--- config.mk ---
export PLATFORM = sky130hd
export DESIGN_NAME = abc_note_stream_parser
export DESIGN_NICKNAME = d
export VERILOG_FILES = /design/src/hw/rtl/ansp_pkg.sv /design/src/hw/rtl/ansp_queue.sv /design/src/hw/rtl/ansp_front.sv /design/src/hw/rtl/ansp_back.sv /design/src/hw/rtl/abc_note_stream_parser.sv
export VERILOG_INCLUDE_DIRS = /design/src /design/src/hw/rtl
export SDC_FILE = /design/constraint.sdc
export NUM_CORES = 1
export LEC_CHECK = 0
export ABC_AREA = 1
export ABC_CLOCK_PERIOD_IN_PS = 14000
export BUFFER_PORTS_ARGS = -buffer_cell sky130_fd_sc_hd__buf_2
export CORE_AREA = 5 5 195 197
export CTS_BUF_LIST = sky130_fd_sc_hd__clkbuf_4
export DETAILED_ROUTE_END_ITERATION = 6
export DIE_AREA = 0 0 200 202
export PLACE_DENSITY = 0.72
export SYNTH_ARGS = -nofsm -noshare
export SYNTH_HDL_FRONTEND = slang
export SYNTH_HIERARCHICAL = 1
export SYNTH_SLANG_ARGS = --single-unit
--- constraint.sdc ---
create_clock -name clk_i -period 14 [get_ports clk_i]
set_clock_uncertainty 0.05 [all_clocks]
set_input_delay 0.7 -clock clk_i [delete_from_list [all_inputs] [get_ports clk_i]]
set_output_delay 0.7 -clock clk_i [all_outputs]
set_load 0.01 [all_outputs]
--- src/hw/rtl/abc_note_stream_parser_macros.svh ---
// Assertion macros for the ABC note stream parser.
// Each macro expects clk_i and rst_ni to be visible where it is used.
`ifndef ABC_NOTE_STREAM_PARSER_MACROS_SVH
`define ABC_NOTE_STREAM_PARSER_MACROS_SVH

// The condition must hold at every clock edge outside reset.
`define ANSP_ASSERT_ALWAYS(label, cond, msg) \
  label: assert property (@(posedge clk_i) disable iff (!rst_ni) (cond)) \
    else $error(msg);

// The consequent must hold whenever the antecedent holds.
`define ANSP_ASSERT_IMPLY(label, ante, cons, msg) \
  label: assert property (@(posedge clk_i) disable iff (!rst_ni) (ante) |-> (cons)) \
    else $error(msg);

`endif

--- src/hw/rtl/ansp_pkg.sv ---
// Shared types, constants and tables of the ABC note stream parser.
// Used by the queue, the front end, the back end and the top level.
`timescale 1ns / 1ps

package ansp_pkg;

  localparam int unsigned MaxOctaveMarks = 8;
  localparam int unsigned MarkW = 5;
  localparam int unsigned BaseW = 12;
  localparam int unsigned DurW = 16;
  localparam int unsigned FreqW = 19;
  localparam int unsigned ToneW = 34;
  localparam int unsigned QueueDepth = 4;
  localparam int unsigned QueuePtrW = 2;
  localparam int unsigned QueueCntW = 3;
  localparam int unsigned OutDataW = 56;

  localparam logic [7:0] ChQuote = 8'h27;
  localparam logic [7:0] ChComma = 8'h2C;
  localparam logic [7:0] ChSlash = 8'h2F;
  localparam logic [7:0] ChCaret = 8'h5E;
  localparam logic [7:0] ChUnder = 8'h5F;
  localparam logic [7:0] ChEqual = 8'h3D;
  localparam logic [7:0] ChSpace = 8'h20;
  localparam logic [7:0] ChZero = 8'h30;
  localparam logic [7:0] ChNine = 8'h39;

  typedef struct packed {
    logic                    is_err;
    logic [2:0]              letter;
    logic                    lower;
    logic signed [1:0]       acc;
    logic signed [MarkW-1:0] marks;
    logic                    slash;
    logic                    has_digit;
    logic [3:0]              digit;
    logic                    last;
  } event_t;

  typedef struct packed {
    logic [QueueCntW-1:0] count;
    logic                 empty;
    logic                 space2;
  } queue_status_t;

  typedef enum logic [1:0] {
    BackIdle,
    BackTone,
    BackDur,
    BackOut
  } back_state_e;

  // 440 Hz times 2^(r/12), unsigned with 24 fraction bits.
  function automatic logic [ToneW-1:0] tone_q24(input logic [3:0] rem);
    logic [ToneW-1:0] t;
    case (rem)
      4'd0:    t = 34'd7381975040;
      4'd1:    t = 34'd7820930118;
      4'd2:    t = 34'd8285986824;
      4'd3:    t = 34'd8778697240;
      4'd4:    t = 34'd9300705743;
      4'd5:    t = 34'd9853754486;
      4'd6:    t = 34'd10439689219;
      4'd7:    t = 34'd11060465444;
      4'd8:    t = 34'd11718154944;
      4'd9:    t = 34'd12414952697;
      4'd10:   t = 34'd13153184201;
      4'd11:   t = 34'd13935313234;
      default: t = '0;
    endcase
    return t;
  endfunction

  // Semitone offset of each letter from A.
  function automatic logic signed [4:0] letter_offset(input logic [2:0] letter);
    logic signed [4:0] o;
    case (letter)
      3'd0:    o = -5'sd9;
      3'd1:    o = -5'sd7;
      3'd2:    o = -5'sd5;
      3'd3:    o = -5'sd4;
      3'd4:    o = -5'sd2;
      3'd5:    o = 5'sd0;
      3'd6:    o = 5'sd2;
      default: o = -5'sd9;
    endcase
    return o;
  endfunction

endpackage

--- src/hw/rtl/ansp_queue.sv ---
// Four-entry event queue between the parser front end and the back end.
// Takes up to two events per cycle and releases one. Depends on ansp_pkg.
`timescale 1ns / 1ps

module ansp_queue (
  input  logic                  clk_i,
  input  logic                  rst_ni,
  input  logic [1:0]            push_cnt_i,
  input  ansp_pkg::event_t      wdata0_i,
  input  ansp_pkg::event_t      wdata1_i,
  input  logic                  pop_i,
  output ansp_pkg::event_t      head_o,
  output ansp_pkg::queue_status_t stat_o
);

  ansp_pkg::event_t mem_q [ansp_pkg::QueueDepth];
  logic [ansp_pkg::QueuePtrW-1:0] wptr_q, wptr_d, rptr_q, rptr_d;
  logic [ansp_pkg::QueueCntW-1:0] count_q, count_d;

  always_comb begin
    wptr_d  = wptr_q + ansp_pkg::QueuePtrW'(push_cnt_i);
    rptr_d  = rptr_q + ansp_pkg::QueuePtrW'(pop_i);
    count_d = count_q + ansp_pkg::QueueCntW'(push_cnt_i) - ansp_pkg::QueueCntW'(pop_i);
  end

  always_ff @(posedge clk_i or negedge rst_ni) begin
    if (!rst_ni) begin
      wptr_q  <= '0;
      rptr_q  <= '0;
      count_q <= '0;
    end else begin
      wptr_q  <= wptr_d;
      rptr_q  <= rptr_d;
      count_q <= count_d;
    end
  end

  always_ff @(posedge clk_i) begin
    if (push_cnt_i != 2'd0) begin
      mem_q[wptr_q] <= wdata0_i;
    end
    if (push_cnt_i == 2'd2) begin
      mem_q[ansp_pkg::QueuePtrW'(wptr_q + 1'b1)] <= wdata1_i;
    end
  end

  assign head_o        = mem_q[rptr_q];
  assign stat_o.count  = count_q;
  assign stat_o.empty  = (count_q == '0);
  assign stat_o.space2 = (count_q <= ansp_pkg::QueueCntW'(ansp_pkg::QueueDepth - 2));

endmodule

--- src/hw/rtl/ansp_front.sv ---
// Parser front end: classifies each character and tracks the pending note.
// Emits zero, one or two events per character into the queue. Depends on ansp_pkg.
`timescale 1ns / 1ps

module ansp_front (
  input  logic             clk_i,
  input  logic             rst_ni,
  input  logic             accept_i,
  input  logic [7:0]       char_code_i,
  input  logic             end_of_tune_i,
  output logic [1:0]       push_cnt_o,
  output ansp_pkg::event_t ev0_o,
  output ansp_pkg::event_t ev1_o
);

  localparam logic signed [ansp_pkg::MarkW-1:0] MarkMax =
    ansp_pkg::MarkW'(ansp_pkg::MaxOctaveMarks);
  localparam logic signed [ansp_pkg::MarkW-1:0] MarkOne = ansp_pkg::MarkW'(1);

  logic [7:0] prev_q, prev_d;
  logic pv_q, pv_d;
  logic [2:0] let_q, let_d;
  logic low_q, low_d;
  logic signed [1:0] acc_q, acc_d;
  logic signed [ansp_pkg::MarkW-1:0] marks_q, marks_d;
  logic phase_q, phase_d;
  logic halt_q, halt_d;

  function automatic ansp_pkg::event_t make_note(
    input logic [2:0] letter, input logic lower, input logic signed [1:0] acc,
    input logic signed [ansp_pkg::MarkW-1:0] marks, input logic slash,
    input logic has_digit, input logic [3:0] digit);
    ansp_pkg::event_t e;
    e           = '0;
    e.letter    = letter;
    e.lower     = lower;
    e.acc       = acc;
    e.marks     = marks;
    e.slash     = slash;
    e.has_digit = has_digit;
    e.digit     = digit;
    return e;
  endfunction

  logic is_digit, is_skip, lc_valid, lc_lower;
  logic [2:0] lc;
  logic [7:0] upper;
  logic consumed;
  logic [1:0] n;
  ansp_pkg::event_t ev [2];
  ansp_pkg::event_t ev_new;

  always_comb begin
    is_digit = (char_code_i >= ansp_pkg::ChZero) && (char_code_i <= ansp_pkg::ChNine);
    lc_lower = (char_code_i >= 8'h61) && (char_code_i <= 8'h67);
    upper    = lc_lower ? (char_code_i - 8'h20) : char_code_i;
    lc_valid = 1'b1;
    case (upper)
      8'h43:   lc = 3'd0;
      8'h44:   lc = 3'd1;
      8'h45:   lc = 3'd2;
      8'h46:   lc = 3'd3;
      8'h47:   lc = 3'd4;
      8'h41:   lc = 3'd5;
      8'h42:   lc = 3'd6;
      default: begin
        lc       = 3'd0;
        lc_valid = 1'b0;
      end
    endcase
    is_skip = is_digit || (char_code_i inside {ansp_pkg::ChCaret, ansp_pkg::ChUnder,
      ansp_pkg::ChEqual, ansp_pkg::ChSlash, ansp_pkg::ChQuote, ansp_pkg::ChComma,
      ansp_pkg::ChSpace});
  end

  always_comb begin
    prev_d   = prev_q;
    pv_d     = pv_q;
    let_d    = let_q;
    low_d    = low_q;
    acc_d    = acc_q;
    marks_d  = marks_q;
    phase_d  = phase_q;
    halt_d   = halt_q;
    consumed = 1'b0;
    n        = 2'd0;
    ev[0]    = '0;
    ev[1]    = '0;
    ev_new   = '0;

    if (accept_i) begin
      if (halt_q) begin
        if (end_of_tune_i) begin
          {prev_d, pv_d, let_d, low_d, acc_d, marks_d, phase_d, halt_d} = '0;
        end
      end else begin
        if (pv_q) begin
          if (!phase_q && (char_code_i == ansp_pkg::ChQuote ||
                           char_code_i == ansp_pkg::ChComma)) begin
            if (char_code_i == ansp_pkg::ChQuote && marks_q < MarkMax) begin
              marks_d = marks_q + MarkOne;
            end
            if (char_code_i == ansp_pkg::ChComma && marks_q > -MarkMax) begin
              marks_d = marks_q - MarkOne;
            end
            consumed = 1'b1;
          end else if (!phase_q && char_code_i == ansp_pkg::ChSlash) begin
            phase_d  = 1'b1;
            consumed = 1'b1;
          end else if (is_digit) begin
            ev[0]    = make_note(let_q, low_q, acc_q, marks_q, phase_q, 1'b1,
                                 char_code_i[3:0]);
            n        = 2'd1;
            pv_d     = 1'b0;
            consumed = 1'b1;
          end else begin
            ev[0] = make_note(let_q, low_q, acc_q, marks_q, phase_q, 1'b0, 4'd0);
            n     = 2'd1;
            pv_d  = 1'b0;
          end
        end

        if (!consumed) begin
          if (lc_valid) begin
            pv_d    = 1'b1;
            let_d   = lc;
            low_d   = lc_lower;
            acc_d   = (prev_q == ansp_pkg::ChCaret) ? 2'sb01 :
                      (prev_q == ansp_pkg::ChUnder) ? 2'sb11 : 2'sb00;
            marks_d = '0;
            phase_d = 1'b0;
          end else if (!is_skip) begin
            ev_new        = '0;
            ev_new.is_err = 1'b1;
            ev[n[0]]      = ev_new;
            n             = n + 2'd1;
            halt_d        = 1'b1;
          end
        end

        prev_d = char_code_i;

        if (end_of_tune_i) begin
          if (pv_d) begin
            ev[n[0]] = make_note(let_d, low_d, acc_d, marks_d, phase_d, 1'b0, 4'd0);
            n        = n + 2'd1;
          end
          {prev_d, pv_d, let_d, low_d, acc_d, marks_d, phase_d, halt_d} = '0;
        end

        if (n == 2'd1) begin
          ev[0].last = 1'b1;
        end
        if (n == 2'd2) begin
          ev[1].last = 1'b1;
        end
      end
    end
  end

  always_ff @(posedge clk_i or negedge rst_ni) begin
    if (!rst_ni) begin
      prev_q  <= '0;
      pv_q    <= 1'b0;
      let_q   <= '0;
      low_q   <= 1'b0;
      acc_q   <= '0;
      marks_q <= '0;
      phase_q <= 1'b0;
      halt_q  <= 1'b0;
    end else begin
      prev_q  <= prev_d;
      pv_q    <= pv_d;
      let_q   <= let_d;
      low_q   <= low_d;
      acc_q   <= acc_d;
      marks_q <= marks_d;
      phase_q <= phase_d;
      halt_q  <= halt_d;
    end
  end

  assign push_cnt_o = n;
  assign ev0_o      = ev[0];
  assign ev1_o      = ev[1];

endmodule

--- src/hw/rtl/ansp_back.sv ---
// Back end: turns queued events into result transactions.
// Computes pitch, frequency and duration with a bit-serial divider. Depends on ansp_pkg.
`timescale 1ns / 1ps

module ansp_back (
  input  logic                          clk_i,
  input  logic                          rst_ni,
  input  logic [ansp_pkg::BaseW-1:0]    base_i,
  input  ansp_pkg::event_t              head_i,
  input  logic                          avail_i,
  output logic                          pop_o,
  input  logic                          out_ready_i,
  output logic                          out_valid_o,
  output logic [ansp_pkg::OutDataW-1:0] out_data_o,
  output logic                          out_user_o,
  output logic                          out_last_o
);

  ansp_pkg::back_state_e state_q, state_d;
  ansp_pkg::event_t ev_q, ev_d;
  logic signed [7:0] semi_q, semi_d;
  logic signed [4:0] oct_q, oct_d;
  logic [3:0] rem_q, rem_d;
  logic [5:0] shift_q, shift_d;
  logic [ansp_pkg::FreqW-1:0] freq_q, freq_d;
  logic [ansp_pkg::DurW-1:0] dur_q, dur_d;
  logic [ansp_pkg::BaseW-1:0] div_q, div_d;
  logic [3:0] part_q, part_d, dvs_q, dvs_d, cnt_q, cnt_d;
  logic out_valid_q, out_valid_d;
  logic [ansp_pkg::OutDataW-1:0] out_data_q, out_data_d;
  logic out_user_q, out_user_d, out_last_q, out_last_d;

  logic signed [8:0] off_e, oct_e, acc_e, semi_w;
  logic signed [4:0] oct_w;
  logic [7:0] biased;
  logic [15:0] quo_prod;
  logic [4:0] quo;
  logic [7:0] rem_w;
  logic [4:0] trial;
  logic [ansp_pkg::ToneW-1:0] tone_w;
  logic [3:0] mul;

  always_comb begin
    state_d     = state_q;
    ev_d        = ev_q;
    semi_d      = semi_q;
    oct_d       = oct_q;
    rem_d       = rem_q;
    shift_d     = shift_q;
    freq_d      = freq_q;
    dur_d       = dur_q;
    div_d       = div_q;
    part_d      = part_q;
    dvs_d       = dvs_q;
    cnt_d       = cnt_q;
    out_valid_d = out_valid_q && !out_ready_i;
    out_data_d  = out_data_q;
    out_user_d  = out_user_q;
    out_last_d  = out_last_q;
    pop_o       = 1'b0;

    oct_w    = head_i.marks + $signed({4'b0, head_i.lower});
    off_e    = 9'(ansp_pkg::letter_offset(head_i.letter));
    oct_e    = 9'(oct_w);
    acc_e    = 9'(head_i.acc);
    semi_w   = off_e + oct_e * 9'sd12 + acc_e;
    biased   = 8'(semi_q + 8'sd120);
    quo_prod = 16'(biased) * 16'd171;
    quo      = quo_prod[15:11];
    rem_w    = biased - 8'(quo) * 8'd12;
    trial    = {part_q, div_q[ansp_pkg::BaseW-1]};
    tone_w   = ansp_pkg::tone_q24(rem_q) >> shift_q;
    mul      = ev_q.has_digit ? ev_q.digit : 4'd1;

    case (state_q)
      ansp_pkg::BackIdle: begin
        if (avail_i) begin
          pop_o  = 1'b1;
          ev_d   = head_i;
          semi_d = semi_w[7:0];
          oct_d  = oct_w;
          if (head_i.is_err) begin
            state_d = ansp_pkg::BackOut;
          end else begin
            state_d = ansp_pkg::BackTone;
          end
        end
      end
      ansp_pkg::BackTone: begin
        rem_d   = rem_w[3:0];
        shift_d = 6'd34 - 6'(quo);
        div_d   = base_i;
        part_d  = '0;
        cnt_d   = '0;
        dvs_d   = ev_q.has_digit ? ev_q.digit : 4'd2;
        state_d = ansp_pkg::BackDur;
      end
      ansp_pkg::BackDur: begin
        freq_d = tone_w[ansp_pkg::FreqW-1:0];
        if (!ev_q.slash) begin
          dur_d   = ansp_pkg::DurW'(base_i) * ansp_pkg::DurW'(mul);
          state_d = ansp_pkg::BackOut;
        end else if (dvs_q == 4'd0) begin
          dur_d   = '0;
          state_d = ansp_pkg::BackOut;
        end else begin
          if (trial >= {1'b0, dvs_q}) begin
            part_d = 4'(trial - {1'b0, dvs_q});
            div_d  = {div_q[ansp_pkg::BaseW-2:0], 1'b1};
          end else begin
            part_d = trial[3:0];
            div_d  = {div_q[ansp_pkg::BaseW-2:0], 1'b0};
          end
          cnt_d = cnt_q + 4'd1;
          if (cnt_q == 4'(ansp_pkg::BaseW - 1)) begin
            dur_d   = ansp_pkg::DurW'(div_d);
            state_d = ansp_pkg::BackOut;
          end
        end
      end
      ansp_pkg::BackOut: begin
        if (!out_valid_q || out_ready_i) begin
          out_valid_d = 1'b1;
          out_user_d  = ev_q.is_err;
          out_last_d  = ev_q.last;
          if (ev_q.is_err) begin
            out_data_d = '0;
          end else begin
            out_data_d = {3'b000, dur_q, freq_q, semi_q, oct_q, ev_q.acc, ev_q.letter};
          end
          state_d = ansp_pkg::BackIdle;
        end
      end
      default: state_d = ansp_pkg::BackIdle;
    endcase
  end

  always_ff @(posedge clk_i or negedge rst_ni) begin
    if (!rst_ni) begin
      state_q     <= ansp_pkg::BackIdle;
      out_valid_q <= 1'b0;
    end else begin
      state_q     <= state_d;
      out_valid_q <= out_valid_d;
    end
  end

  always_ff @(posedge clk_i) begin
    ev_q       <= ev_d;
    semi_q     <= semi_d;
    oct_q      <= oct_d;
    rem_q      <= rem_d;
    shift_q    <= shift_d;
    freq_q     <= freq_d;
    dur_q      <= dur_d;
    div_q      <= div_d;
    part_q     <= part_d;
    dvs_q      <= dvs_d;
    cnt_q      <= cnt_d;
    out_data_q <= out_data_d;
    out_user_q <= out_user_d;
    out_last_q <= out_last_d;
  end

  assign out_valid_o = out_valid_q;
  assign out_data_o  = out_data_q;
  assign out_user_o  = out_user_q;
  assign out_last_o  = out_last_q;

endmodule

--- src/hw/rtl/abc_note_stream_parser.sv ---
// Top level of the ABC note stream parser: front end, event queue and back end.
// Depends on ansp_pkg, ansp_front, ansp_queue, ansp_back and the assertion macros.
`timescale 1ns / 1ps

// The parser takes one ABC character per transaction and returns note and error
// transactions. The front end accepts a character in every cycle in which the
// four-entry event queue has room for two events. The back end handles one event
// at a time: an error goes straight to the output state, a note without a slash or
// with a zero divisor passes through the tone and duration states first, and a note
// with a slash and a nonzero divisor also runs the 12-step bit-serial divider.
// The user must write base_duration_ms through cfg_we_i and cfg_wdata_i only while
// idle; the block itself does not enforce this.
module abc_note_stream_parser (
  input  logic        clk_i,
  input  logic        rst_ni,
  input  logic        cfg_we_i,
  input  logic [11:0] cfg_wdata_i,
  input  logic        s_axis_tvalid,
  output logic        s_axis_tready,
  input  logic [7:0]  s_axis_tdata,   // [7:0] char_code
  input  logic        s_axis_tlast,
  output logic        m_axis_tvalid,
  input  logic        m_axis_tready,
  // [2:0] letter, [4:3] accidental, [9:5] octave_shift, [17:10] semitones,
  // [36:18] frequency_hz, [52:37] duration_ms, [55:53] zero
  output logic [55:0] m_axis_tdata,
  output logic        m_axis_tuser,   // [0] kind
  output logic        m_axis_tlast
);

  `include "abc_note_stream_parser_macros.svh"

  logic [ansp_pkg::BaseW-1:0] base_q;
  logic accept, back_pop;
  logic [1:0] push_cnt;
  ansp_pkg::event_t ev0, ev1, head;
  ansp_pkg::queue_status_t q_stat;

  always_ff @(posedge clk_i or negedge rst_ni) begin
    if (!rst_ni) begin
      base_q <= 12'd100;
    end else if (cfg_we_i) begin
      base_q <= cfg_wdata_i;
    end
  end

  assign s_axis_tready = q_stat.space2;
  assign accept        = s_axis_tvalid && s_axis_tready;

  ansp_front u_front (
    .clk_i,
    .rst_ni,
    .accept_i      (accept),
    .char_code_i   (s_axis_tdata),
    .end_of_tune_i (s_axis_tlast),
    .push_cnt_o    (push_cnt),
    .ev0_o         (ev0),
    .ev1_o         (ev1)
  );

  ansp_queue u_queue (
    .clk_i,
    .rst_ni,
    .push_cnt_i (push_cnt),
    .wdata0_i   (ev0),
    .wdata1_i   (ev1),
    .pop_i      (back_pop),
    .head_o     (head),
    .stat_o     (q_stat)
  );

  ansp_back u_back (
    .clk_i,
    .rst_ni,
    .base_i      (base_q),
    .head_i      (head),
    .avail_i     (!q_stat.empty),
    .pop_o       (back_pop),
    .out_ready_i (m_axis_tready),
    .out_valid_o (m_axis_tvalid),
    .out_data_o  (m_axis_tdata),
    .out_user_o  (m_axis_tuser),
    .out_last_o  (m_axis_tlast)
  );

  `ANSP_ASSERT_ALWAYS(a_queue_bound, q_stat.count <= ansp_pkg::QueueCntW'(ansp_pkg::QueueDepth), "event queue overflow")
  `ANSP_ASSERT_IMPLY(a_pop_nonempty, back_pop, q_stat.count != '0, "pop from empty event queue")
  `ANSP_ASSERT_IMPLY(a_err_zero, m_axis_tvalid && m_axis_tuser, m_axis_tdata == '0, "error transaction carries data")
  `ANSP_ASSERT_IMPLY(a_oct_range, m_axis_tvalid && !m_axis_tuser, ($signed(m_axis_tdata[9:5]) >= -5'sd8) && ($signed(m_axis_tdata[9:5]) <= 5'sd9), "octave shift out of range")

endmodule
==> flow_metrics.tcl <==
set metrics [dict create \
    status "completed" \
    hold-worst-slack_ns 0.0868 \
    maxCapViolCount 0 \
    final_area_sq_um 21200 \
    finalHoldViolations 0 \
    clk_pin_slew_ns 0.06 \
    seq_area_frac_synth_pct 43.8 \
    maxSlewHeadroom_pct 28.0 \
    vias 16000 \
    synth_edf_count 226 \
    drive_above_1_share_pct 12.3 \
    fmax_ghz 0.179 \
    setup_slack_ns 8.40 \
    die_y_um 202 \
    clock_latency_ns 0.78 \
    clockBufferDepth 3 \
    register_area_sq_um 8550 \
    start_kind "register" \
    worstHoldPathType "in2async" \
    synth_warnings 6 \
    totalWireLength_um 48000 \
    worstPathArrival_ns 6.20 \
    synth_seq_cells 303 \
    grt_max_degree 62 \
    start_util_pct 54.1 \
    worst_setup_path_end_kind "register" \
    via_per_inst 5.29 \
    syn_area_sq_um 19500 \
    final_antenna_net_count 0 \
    ys_types 56 \
    netlist_instances 2392 \
    clockRootBuffer "clkbuf_4" \
    rows 70 \
    grt_usage_pct 23.7 \
    n_fill_cell 3196 \
    worst_pin_slew_ns 1.08 \
    dp_slack_ns 8.15 \
    coreArea_sq_um 36100 \
    nets 2659 \
    io_buffers 82 \
    cts_setup_buffers 0 \
    finalCritPeriodShare_pct 40.0 \
    drt_iter0_drc 1510 \
    grt_pass1_wl_um 76800 \
    cts_sinks 303 \
    htree_num_levels 3 \
    required_ns 14.60 \
    grt_pass1_vias 15100 \
    die_x_um 200 \
    cts_buffers 80 \
    rsz0062_at_grt "false" \
    ys.flop_type "edfxtp_1" \
    syn_area_per_cell_sq_um 8.16 \
    min_period_ns 5.60 \
    io_pins 86 \
    multiInputGateArea_sq_um 9110 \
    final-max-slew-violation-count 0 \
    first_pass_iters 6 \
    drt_drc_violations_left 0 \
    gr-total-overflow 0 \
    syn_to_final_growth_pct 8.69 \
    hpwl_um 35800 \
    gp_congestion 0.967 \
    synth-async-reset-ratio_pct 14.5 \
    setup_viol 0 \
    critPathKind "reg2reg" \
    placed_area_sq_um 20100 \
    post_drt_wl_per_cell_um 15.9 \
    die_area_sq_um 40400 \
    ctsResizeCount 0 \
    setup-tns-final_ns 0 \
    antenna_found_initial 2 \
    path_max_fanout 12 \
    tritoncts "yes" \
]
==> cells in the mapped netlist (9+ instances only) <==
cell type / count / area (sq um)
fa_1: 41 / 821
xnor2_1: 11 / 96.3
nor3_1: 11 / 55.1
o21ai_0: 68 / 340
edfxtp_1: 226 / 6790
clkbuf_1: 40 / 150
dfxtp_1: 33 / 661
xor2_1: 20 / 175
buf_4: 20 / 150
or2_2: 28 / 175
o21ai_1: 33 / 165
a21oi_1: 50 / 250
buf_2: 33 / 165
nor2_1: 178 / 668
nand3_1: 240 / 1200
o22ai_1: 24 / 150
inv_2: 15 / 56.3
inv_1: 336 / 1260
ha_1: 108 / 1350
nand2_1: 700 / 2630
dfrtp_1: 41 / 1030
o211ai_1: 29 / 218
buf_6: 10 / 113
nand2_2: 9 / 56.3
==> metal layers <==
layer | GRT usage [%] | vias up | routed length, um
met5 | 0 | - | 0
met4 | 8.42 | 0 | 1390
li1 | - | 7959 | -
met1 | 31.1 | 7295 | 20100
met2 | 39.4 | 602 | 23200
met3 | 4.08 | 105 | 3260
==> metrics by stage <==
| stage | std cells | utilization, % |
|---|---|---|
| floorplan | 2404 | - |
| global placement | 2868 | 55.8 |
| detailed placement | 2868 | 55.8 |
| CTS | 3014 | 58.8 |
| global route | 3015 | 58.8 |
| finish | 3015 | 58.8 |
==> area by class of cell <==
cell class                 count  area share, %
antenna                        1         0.0118
timing repair buffer         101           2.63
multi-input combinational   1642           42.9
clock inverter                32           1.07
clock buffer                 112           3.96
inverter                     356           6.30
tap                          468           2.76
sequential                   303           40.3
==> layout by cell type, fill, tap and decap left out, types with 14 or more instances in the layout <==
master,count
dfrtp_1,41
nor2_1,178
buf_2,82
o22ai_1,24
nand2_1,700
o21ai_1,34
or2_2,28
buf_4,17
clkinv_1,25
inv_1,336
dfxtp_1,33
fa_1,41
clkbuf_4,112
conb_1,14
xor2_1,20
edfxtp_1,226
nand3_1,240
ha_1,107
o211ai_1,29
inv_2,15
o21ai_0,67
a21oi_1,49
==> kinds of logic after synthesis <==
logic type      after synthesis  share of synthesized area [%]
compound gates              242                           7.49
xor+xnor                     32                           1.53
fa+ha+maj                   149                           11.1
buf+inv                     459                           9.81
flops                       303                           43.8
mux                           1                         0.0513
other cells                   2                         0.0385
simple gates               1204                           26.1
==> critical path, stage by stage, from the launching register on <==
cell	delay, ns
edfxtp_1	0.43
inv_2	0.18
ha_1	0.23
xnor2_1	0.19
inv_1	0.15
ha_1	0.30
inv_1	0.05
fa_1	0.53
inv_1	0.04
ha_1	0.30
ha_1	0.31
ha_1	0.35
a21oi_1	0.21
o21ai_0	0.15
inv_1	0.09
nand3_1	0.09
and2_1	0.21
ha_1	0.33
inv_1	0.06
nand2_1	0.08
nand2_2	0.09
xnor2_4	0.20
nor2_2	0.05
nor2_2	0.42
nand2_2	0.18
nand2_1	0.12
inv_2	0.04
o21ai_1	0.11
==> path summary, 6_finish.rpt <==
path / from / end / slack, ns / cells after the start
worst max-delay path: u_back/semi_q[3] / register / 8.40 / 27
worst min-delay path: rst_ni / u_back/state_q[0] / 0.09 / 1
worst max register to register: u_back/semi_q[3] / register / 8.40 / 27
worst min register to register: u_back/ev_q[0] / u_back/out_last_o / 0.37 / 0
max in group asynchronous: rst_ni / u_front/prev_q[3] / 13.09 / 1
min in group clk_i: cfg_wdata_i[10] / base_q[10] / 0.09 / 3
==> what timing repair did <==
item	CTS	global route
endpoints found under the hold margin	2	0
hold buffers	2	0
endpoints found under the setup margin	0	0
Power is left out: the tool's default activity adds up to more than one toggle a clock period on the data nets, which glitch-free logic cannot reach.
